**src/hdl/pov_stc_pkg.sv**
```systemverilog
`timescale 1ns / 1ps

package pov_stc_pkg;

  // fixed field widths
  localparam int unsigned LED_COUNT  = 16;
  localparam int unsigned SLICE_W    = 5;
  localparam int unsigned ADDR_W     = 5;
  localparam int unsigned MODE_W     = 2;
  localparam int unsigned CFG_IDX_W  = 2;
  localparam int unsigned CFG_DATA_W = 16;
  localparam int unsigned HOLDOFF_W  = 16;
  localparam int unsigned SCALE_W    = 8;
  localparam int unsigned CNT_W      = 32;
  localparam int unsigned PROD_W     = CNT_W + SCALE_W;

  // default slice count
  localparam int unsigned SLICES_DEF = 32;

  // register reset values
  localparam logic [HOLDOFF_W-1:0] HOLDOFF_RST = 16'd200;
  localparam logic [SCALE_W-1:0]   SCALE_RST   = 8'd255;

  // request modes
  localparam logic [MODE_W-1:0] MODE_TICK  = 2'd0;
  localparam logic [MODE_W-1:0] MODE_EDGE  = 2'd1;
  localparam logic [MODE_W-1:0] MODE_WRITE = 2'd2;
  localparam logic [MODE_W-1:0] MODE_NONE  = 2'd3;

  // register indexes
  localparam logic [CFG_IDX_W-1:0] REG_HOLDOFF = 2'd0;
  localparam logic [CFG_IDX_W-1:0] REG_SCALE   = 2'd1;

  typedef enum logic [2:0] {
    ST_IDLE,
    ST_MUL,
    ST_PROD,
    ST_DIV,
    ST_READ,
    ST_EMIT
  } ctrl_state_e;

  typedef enum logic [1:0] {
    DV_IDLE,
    DV_CHECK,
    DV_RUN,
    DV_DONE
  } div_state_e;

endpackage

```
**src/hdl/pov_stc_div.sv**
```systemverilog
`timescale 1ns / 1ps

module pov_stc_div #(
  parameter int unsigned SLICES = pov_stc_pkg::SLICES_DEF
) (
  input  logic                                                         clk_i,
  input  logic                                                         rst_ni,
  input  logic                                                         start_i,
  input  logic [pov_stc_pkg::PROD_W+$clog2(SLICES+1)-1:0]              num_i,
  input  logic [pov_stc_pkg::CNT_W-1:0]                                period_i,
  output logic                                                         done_o,
  output logic [$clog2(SLICES)-1:0]                                    quot_o
);
  import pov_stc_pkg::*;

  localparam int unsigned QW    = $clog2(SLICES);
  localparam int unsigned NUM_W = PROD_W + $clog2(SLICES + 1);
  localparam int unsigned CW    = $clog2(QW + 1);
  localparam logic [QW-1:0] LAST = QW'(SLICES - 1);

  div_state_e state_q, state_d;

  logic [NUM_W-1:0]    num_q;
  logic [CNT_W-1:0]    rem_q, rem_d;
  logic [QW-1:0]       lo_q, lo_d;
  logic [QW-1:0]       q_q, q_d;
  logic [CW-1:0]       cnt_q, cnt_d;
  logic [NUM_W-QW-1:0] num_hi;
  logic                over;
  logic [CNT_W:0]      trial;
  logic                fits;

  // quotient reaches 2^QW or more, or zero period: clamp to last slice
  assign num_hi = num_q[NUM_W-1:QW];
  assign over   = (period_i == '0) || (num_hi >= (NUM_W-QW)'(period_i));
  assign trial  = {rem_q, lo_q[QW-1]};
  assign fits   = trial >= {1'b0, period_i};

  always_comb begin
    state_d = state_q;
    case (state_q)
      DV_IDLE:  if (start_i) state_d = DV_CHECK;
      DV_CHECK: state_d = over ? DV_DONE : DV_RUN;
      DV_RUN:   if (cnt_q == CW'(1)) state_d = DV_DONE;
      DV_DONE:  state_d = DV_IDLE;
      default:  state_d = DV_IDLE;
    endcase
  end

  always_comb begin
    rem_d = rem_q;
    lo_d  = lo_q;
    q_d   = q_q;
    cnt_d = cnt_q;
    case (state_q)
      DV_CHECK: begin
        if (over) begin
          q_d = LAST;
        end else begin
          rem_d = num_q[QW+CNT_W-1:QW];
          lo_d  = num_q[QW-1:0];
          q_d   = '0;
          cnt_d = CW'(QW);
        end
      end
      DV_RUN: begin
        rem_d = fits ? CNT_W'(trial - {1'b0, period_i}) : trial[CNT_W-1:0];
        lo_d  = lo_q << 1;
        q_d   = (q_q << 1) | QW'(fits);
        cnt_d = cnt_q - CW'(1);
      end
      default: ;
    endcase
  end

  always_ff @(posedge clk_i or negedge rst_ni) begin
    if (!rst_ni) begin
      state_q <= DV_IDLE;
      cnt_q   <= '0;
    end else begin
      state_q <= state_d;
      cnt_q   <= cnt_d;
    end
  end

  always_ff @(posedge clk_i) begin
    if (state_q == DV_IDLE && start_i) num_q <= num_i;
    rem_q <= rem_d;
    lo_q  <= lo_d;
    q_q   <= q_d;
  end

  assign done_o = (state_q == DV_DONE);
  assign quot_o = (q_q > LAST) ? LAST : q_q;

endmodule

```
**src/hdl/pov_slice_timing_controller.sv**
```systemverilog
`timescale 1ns / 1ps

// slice timing for a rotating led display
// input channel (in_valid_i / in_ready_o) takes one request per accept:
//   mode tick advances the saturating elapsed-tick counter, mode edge is a
//   rotation index edge (taken only past the holdoff; it averages the period
//   and clears the counter), mode write loads one column pattern, mode 3 is
//   ignored
// write and ignored requests keep the block idle; the next one can follow
// a tick runs the multiply, product, divide and table read states, then emit
// when its slice changes; the divide skips its run when the range check clamps
// the slice; an accepted edge repeats multiply and product to update the period;
// the slice is found by a restoring divider that resolves one quotient bit per
// cycle after the range check; a result is sent on out_valid_o / out_ready_i only
// when the slice changes; it waits in an output register, so a stalled receiver
// does not block new requests until the next result is due
// config channel (cfg_valid_i / cfg_ready_o) is always ready: index 0 holdoff,
// index 1 time scale, other indexes ignored
// reset: counter and period are one, no slice counts as shown, holdoff 200,
// scale 255; the column table is not cleared
module pov_slice_timing_controller #(
  parameter int unsigned SLICES = pov_stc_pkg::SLICES_DEF
) (
  input  logic                                  clk_i,
  input  logic                                  rst_ni,
  // config channel
  input  logic                                  cfg_valid_i,
  output logic                                  cfg_ready_o,
  input  logic [pov_stc_pkg::CFG_IDX_W-1:0]     cfg_index_i,
  input  logic [pov_stc_pkg::CFG_DATA_W-1:0]    cfg_data_i,
  // request channel
  input  logic                                  in_valid_i,
  output logic                                  in_ready_o,
  input  logic [pov_stc_pkg::MODE_W-1:0]        mode_i,
  input  logic [pov_stc_pkg::ADDR_W-1:0]        slice_addr_i,
  input  logic [pov_stc_pkg::LED_COUNT-1:0]     pattern_i,
  // result channel
  output logic                                  out_valid_o,
  input  logic                                  out_ready_i,
  output logic [pov_stc_pkg::SLICE_W-1:0]       slice_o,
  output logic [pov_stc_pkg::LED_COUNT-1:0]     columns_o
);
  import pov_stc_pkg::*;

  localparam int unsigned QW    = $clog2(SLICES);
  localparam int unsigned NUM_W = PROD_W + $clog2(SLICES + 1);

  ctrl_state_e state_q, state_d;

  // scalar state
  logic [CNT_W-1:0]     elapsed_q, elapsed_d;
  logic [CNT_W-1:0]     period_q, period_d;
  logic [HOLDOFF_W-1:0] holdoff_q, holdoff_d;
  logic [SCALE_W-1:0]   scale_q, scale_d;
  logic [QW-1:0]        shown_q, shown_d;
  logic                 shown_vld_q, shown_vld_d;
  logic                 edge_q, edge_d;
  logic [PROD_W-1:0]    prod_q, prod_d;
  logic [QW-1:0]        slice_q, slice_d;

  // output register
  logic                 out_vld_q, out_vld_d;
  logic [SLICE_W-1:0]   out_slice_q, out_slice_d;
  logic [LED_COUNT-1:0] out_col_q, out_col_d;

  // column table
  logic [LED_COUNT-1:0] mem [SLICES];
  logic [LED_COUNT-1:0] rd_q;
  logic                 mem_we, mem_re;
  logic [QW-1:0]        mem_wa, mem_ra;

  logic                 in_acc;
  logic                 out_free;
  logic [QW+ADDR_W-1:0] wa_ext;
  logic                 wa_ok;
  logic [QW+SLICE_W-1:0] slice_ext;
  logic [PROD_W:0]      psum;
  logic [PROD_W-1:0]    phalf;
  logic [NUM_W-1:0]     num;
  logic                 div_start, div_done;
  logic [QW-1:0]        div_quot;

  assign in_ready_o  = (state_q == ST_IDLE);
  assign cfg_ready_o = 1'b1;
  assign in_acc      = in_valid_i && in_ready_o;
  assign out_free    = !out_vld_q || out_ready_i;

  assign wa_ext    = {{QW{1'b0}}, slice_addr_i};
  assign wa_ok     = wa_ext < (QW+ADDR_W)'(SLICES);
  assign slice_ext = {{SLICE_W{1'b0}}, slice_q};

  // new period: mean of old period and elapsed*scale, saturated
  assign psum  = {1'b0, prod_q} + (PROD_W+1)'(period_q);
  assign phalf = psum[PROD_W:1];
  assign num   = NUM_W'(prod_q) * NUM_W'(SLICES);

  // next state
  always_comb begin
    state_d = state_q;
    case (state_q)
      ST_IDLE: begin
        if (in_acc && (mode_i == MODE_TICK || mode_i == MODE_EDGE)) state_d = ST_MUL;
      end
      ST_MUL:  state_d = ST_PROD;
      ST_PROD: state_d = edge_q ? ST_MUL : ST_DIV;
      ST_DIV:  if (div_done) state_d = ST_READ;
      ST_READ: begin
        if (shown_vld_q && slice_q == shown_q) state_d = ST_IDLE;
        else state_d = ST_EMIT;
      end
      ST_EMIT: if (out_free) state_d = ST_IDLE;
      default: state_d = ST_IDLE;
    endcase
  end

  // datapath and outputs
  always_comb begin
    elapsed_d   = elapsed_q;
    period_d    = period_q;
    holdoff_d   = holdoff_q;
    scale_d     = scale_q;
    shown_d     = shown_q;
    shown_vld_d = shown_vld_q;
    edge_d      = edge_q;
    prod_d      = prod_q;
    slice_d     = slice_q;
    out_vld_d   = out_vld_q && !out_ready_i;
    out_slice_d = out_slice_q;
    out_col_d   = out_col_q;
    mem_we      = 1'b0;
    mem_wa      = wa_ext[QW-1:0];
    mem_re      = 1'b0;
    mem_ra      = slice_q;
    div_start   = 1'b0;

    if (cfg_valid_i) begin
      case (cfg_index_i)
        REG_HOLDOFF: holdoff_d = cfg_data_i[HOLDOFF_W-1:0];
        REG_SCALE:   scale_d   = cfg_data_i[SCALE_W-1:0];
        default: ;
      endcase
    end

    case (state_q)
      ST_IDLE: begin
        if (in_acc) begin
          case (mode_i)
            MODE_TICK: begin
              if (elapsed_q != '1) elapsed_d = elapsed_q + CNT_W'(1);
            end
            MODE_EDGE: begin
              if (elapsed_q > CNT_W'(holdoff_q)) edge_d = 1'b1;
            end
            MODE_WRITE: mem_we = wa_ok;
            default: ;
          endcase
        end
      end
      ST_MUL: prod_d = elapsed_q * PROD_W'(scale_q);
      ST_PROD: begin
        if (edge_q) begin
          period_d  = (|phalf[PROD_W-1:CNT_W]) ? '1 : phalf[CNT_W-1:0];
          elapsed_d = '0;
          edge_d    = 1'b0;
        end else begin
          div_start = 1'b1;
        end
      end
      ST_DIV: if (div_done) slice_d = div_quot;
      ST_READ: begin
        if (!(shown_vld_q && slice_q == shown_q)) begin
          mem_re      = 1'b1;
          shown_d     = slice_q;
          shown_vld_d = 1'b1;
        end
      end
      ST_EMIT: begin
        if (out_free) begin
          out_vld_d   = 1'b1;
          out_slice_d = slice_ext[SLICE_W-1:0];
          out_col_d   = rd_q;
        end
      end
      default: ;
    endcase
  end

  always_ff @(posedge clk_i or negedge rst_ni) begin
    if (!rst_ni) begin
      state_q     <= ST_IDLE;
      elapsed_q   <= CNT_W'(1);
      period_q    <= CNT_W'(1);
      holdoff_q   <= HOLDOFF_RST;
      scale_q     <= SCALE_RST;
      shown_vld_q <= 1'b0;
      edge_q      <= 1'b0;
      out_vld_q   <= 1'b0;
    end else begin
      state_q     <= state_d;
      elapsed_q   <= elapsed_d;
      period_q    <= period_d;
      holdoff_q   <= holdoff_d;
      scale_q     <= scale_d;
      shown_vld_q <= shown_vld_d;
      edge_q      <= edge_d;
      out_vld_q   <= out_vld_d;
    end
  end

  always_ff @(posedge clk_i) begin
    prod_q      <= prod_d;
    slice_q     <= slice_d;
    shown_q     <= shown_d;
    out_slice_q <= out_slice_d;
    out_col_q   <= out_col_d;
  end

  // column table, one write and one registered read port
  always_ff @(posedge clk_i) begin
    if (mem_we) mem[mem_wa] <= pattern_i;
    if (mem_re) rd_q <= mem[mem_ra];
  end

  pov_stc_div #(
    .SLICES (SLICES)
  ) u_div (
    .clk_i    (clk_i),
    .rst_ni   (rst_ni),
    .start_i  (div_start),
    .num_i    (num),
    .period_i (period_q),
    .done_o   (div_done),
    .quot_o   (div_quot)
  );

  assign out_valid_o = out_vld_q;
  assign slice_o     = out_slice_q;
  assign columns_o   = out_col_q;

endmodule

```
**config.mk**
```make
export PLATFORM = sky130hd
export DESIGN_NAME = pov_slice_timing_controller
export DESIGN_NICKNAME = d
export VERILOG_FILES = /design/src/hdl/pov_stc_pkg.sv /design/src/hdl/pov_stc_div.sv /design/src/hdl/pov_slice_timing_controller.sv
export SDC_FILE = /design/constraint.sdc
export NUM_CORES = 2
export LEC_CHECK = 0
export BUFFER_PORTS_ARGS = -buffer_cell sky130_fd_sc_hd__buf_4
export CORE_MARGIN = 4
export CORE_UTILIZATION = 64
export CTS_BUF_LIST = sky130_fd_sc_hd__clkbuf_16
export CTS_CLUSTER_DIAMETER = 50
export DETAILED_ROUTE_END_ITERATION = 8
export HOLD_SLACK_MARGIN = 0.1
export PLACE_DENSITY_LB_ADDON = 0.08
export RECOVER_POWER = 100
export SETUP_SLACK_MARGIN = 0.05
export SLEW_MARGIN = 20
export SYNTH_ARGS = -nofsm -noshare
export SYNTH_HDL_FRONTEND = slang
export SYNTH_SLANG_ARGS = --single-unit
export TNS_END_PERCENT = 1
```
**constraint.sdc**
```tcl
create_clock -name clk_i -period 6.1 [get_ports clk_i]
set_clock_uncertainty 0.15 [all_clocks]
set_input_delay 1.525 -clock clk_i [delete_from_list [all_inputs] [get_ports clk_i]]
set_output_delay 1.525 -clock clk_i [all_outputs]
set_load 0.02 [all_outputs]
```
==> qor.txt <==
status = finished with violations
failing checks = max-capacitance violations, max-slew violations
Syn Std Cell Area = 0.04303 mm^2
worst reg-to-reg path cell count = 17
Die W = 267.3 um
fillcell total = 4392
final setup margin = 234.2 ps
Crit path arrival time = 6070 ps
Hold Path Stages = 0
design area = 0.04710 mm^2
H-tree levels = 3
Core Area = 0.06622 mm^2
final hold viol count = 0
Die ar. = 0.07145 mm^2
crit path max fanout = 15
Fmax achieved = 170.5 MHz
Post-Syn Nets = 3599
port bufs = 68
NumNets Final = 3663
worst vdd ir = 0.2958 mV
setup TNS = 0 ps
hold_sp = rd_q[0]
CTS Hold Buffers Added = 0
DR DRC count = 0
row count = 94
Slew @ Worst Pin = 3863 ps
drt wl/cell = 24.61 um
root cell of the clock tree = clkbuf_16
GPL Wtd Cong = 0.8796
final slew viol count = 551
initial antenna violation count = 5
Syn Area/Cell = 13.48 um^2
Critical Path End Type = register
FF-to-FF Start = scale_q[6]
async set-or-reset flop fraction in the synthesized netlist = 12.77%
post-route ant nets = 0
share of cells above drive strength 1 = 12.93%
static leakage = 18.23 nW
Hold Path End = columns_o[0]
total iterations of the first detailed-routing run = 6
vias = 26.67k
initial drt markers = 2897
CTS Buffer Depth = 3
max-cap violation count = 17
overall power = 21.13 mW
Final Critical Period = 5866 ps
footprint of the multi-input gates = 0.01855 mm^2
crit path from = scale_q[6]
count of cell types in the netlist = 84
CTS clk-pin slew, worst paths = 60 ps
Min Hold Slack = 266.6 ps
Synth Flop Type = edfxtp_1
worst setup path class = reg2reg
Worst-Skew Late Latency = 640 ps
placed inst area = 0.04461 mm^2
dpl cells = 4032
type of origin of the critical path = register
register area = 0.02280 mm^2
Initial Util = 64.99%
pin count of the biggest net entering global routing = 132
worst min-delay path class = reg2reg
Global Route Usage Sum = 29.66%
period utilization = 96.16%
Area Overhead vs Synth = 9.444%
PwrDens = 448.6 mW/mm^2
Die H = 267.3 um
final core utilization = 71.12%
Seq cells post-synth = 775
Critical R2R Capture = prod_q[37]
Final HPWL DP = 67440 um
TritonCTS buffer count = 84
Place WS = 209.1 ps
Synth Warn # = 0
DRT Wirelength = 103100 um
EDFF count, synth = 676
Mapped Cells = 3192
Seq/Total Area, Yosys = 52.97%
CTS tree = yes
R2R setup slack = 230 ps
Slew HR = -157.5%
vias in the first global route = 27.20k
grt total ovfl = 0
setup violators final = 0
Req. time, crit path = 6310 ps
IO Pins = 70
Layout Cells excl Fill = 4191
global-route wire length before repair = 161200 um
vias per inst = 6.363
clk sinks = 775
==> synthesized netlist by cell type (47+ instances only) <==
cell type  instances  area share, %
and2_1           219            3.2
nand3_1           64           0.74
a21oi_1          112            1.3
mux4_2           160            8.4
clkbuf_1         131            1.1
edfxtp_1         676             47
a21o_1            56           0.98
fa_1             182            8.5
ha_1             179            5.2
xnor2_1           64            1.3
xor2_1            47           0.96
nor2_1           150            1.3
nand2_1          181            1.6
o21ai_0           94            1.1
inv_1            288            2.5
dfrtp_1           86            5.0
==> per-layer routing <==
metal  part of all wire [%]  vias up  track usage (%)
met2                     46     1242            45.37
li1                       -    11860                -
met3                    9.5      147            5.181
met1                     42    13430            45.81
met5                      0        -                0
met4                    2.0        0            6.282
==> power breakdown <==
part | internal [mW] | switching (mW)
sequential | 6.65 | 0.604
clock | 2.92 | 2.14
combinational | 3.47 | 5.35
==> flip-flops by register name (all words and copies together) (netlist names), 8 cells and up <==
name / cells
columns_o: 16
elapsed_q: 32
holdoff_q: 16
mem: 512
period_q: 32
prod_q: 40
rd_q: 16
scale_q: 8
u_div.num_q: 40
u_div.rem_q: 32
==> worst max-delay path by stage <==
| stage | slack (ps) | cells past startpoint | to |
|---|---|---|---|
| 2_1_floorplan | 740 | 18 | prod_q[36] |
| 3_3_place_gp | 270 | 17 | prod_q[36] |
| 3_5_place_dp | 210 | 17 | prod_q[36] |
| 4_1_cts | 170 | 17 | prod_q[38] |
| 5_1_grt | -3 | 17 | prod_q[37] |
| 6_report | 230 | 17 | prod_q[37] |
==> area by class of cell <==
cell class / count / share of cell area [%]
repair buffers: 141 / 1.634
well taps: 864 / 2.295
clock inverters: 70 / 1.429
diodes: 2 / 0.01063
flip-flops and latches: 775 / 48.42
multi-input cells: 1966 / 39.40
inverters: 288 / 2.295
clock buffers: 85 / 4.516
==> repair_timing <==
item	in CTS	in global routing
buffers inserted	0	2
endpoints found under the hold margin	0	0
setup endpoints to repair	0	6
resized for setup	0	9
==> worst max-delay path: stages, from the launching register on <==
cell and delay, ps:
dfstp_2 690, and2_0 210, fa_1 460, fa_1 510, fa_1 560, inv_1 60, fa_1 540, inv_1 50
ha_1 360, a21oi_1 270, a21oi_1 130, o21ai_0 390, a31oi_1 160, o21ai_0 300, nand3b_1 180, a311oi_2 310
nor2_1 120, xor2_1 150
==> kinds of logic (layout without fill, tap and decap cells) <==
| family | Yosys count | in the layout | share of synthesized area (%) |
|---|---|---|---|
| xor gates and xnor gates | 111 | 111 | 2.259 |
| buffers and inverters | 451 | 584 | 4.021 |
| other | 1 | 3 | 0.008715 |
| adders and majority gates | 361 | 361 | 13.67 |
| and+or+nand+nor | 819 | 819 | 9.912 |
| AOI/OAI and AO/OA | 482 | 482 | 7.961 |
| muxes | 192 | 192 | 9.197 |
| DFF | 775 | 775 | 52.97 |
==> cells in the final DEF, fill, tap and decap left out, types with 13 or more instances in the layout <==
cell type and count:
clkinv_2 13, nand4_1 38, nor3_1 27, edfxtp_1 676
clkbuf_16 85, fa_1 182, clkinv_1 18, o21ai_0 95
xor2_1 47, nor4_1 23, dfrtp_1 86, o21a_1 18
buf_4 49, and3_1 22, a21oi_1 112, a31oi_1 31
ha_1 178, a32oi_2 20, nand3_1 63, mux4_2 160
and2_1 213, o211ai_1 18, inv_1 301, clkbuf_1 78
a21o_1 56, nor2b_1 19, nand2_1 181, nand2b_1 21
mux2_2 18, nor2_1 141, xnor2_1 64
No activity file was read; power rests on OpenSTA's default activity.
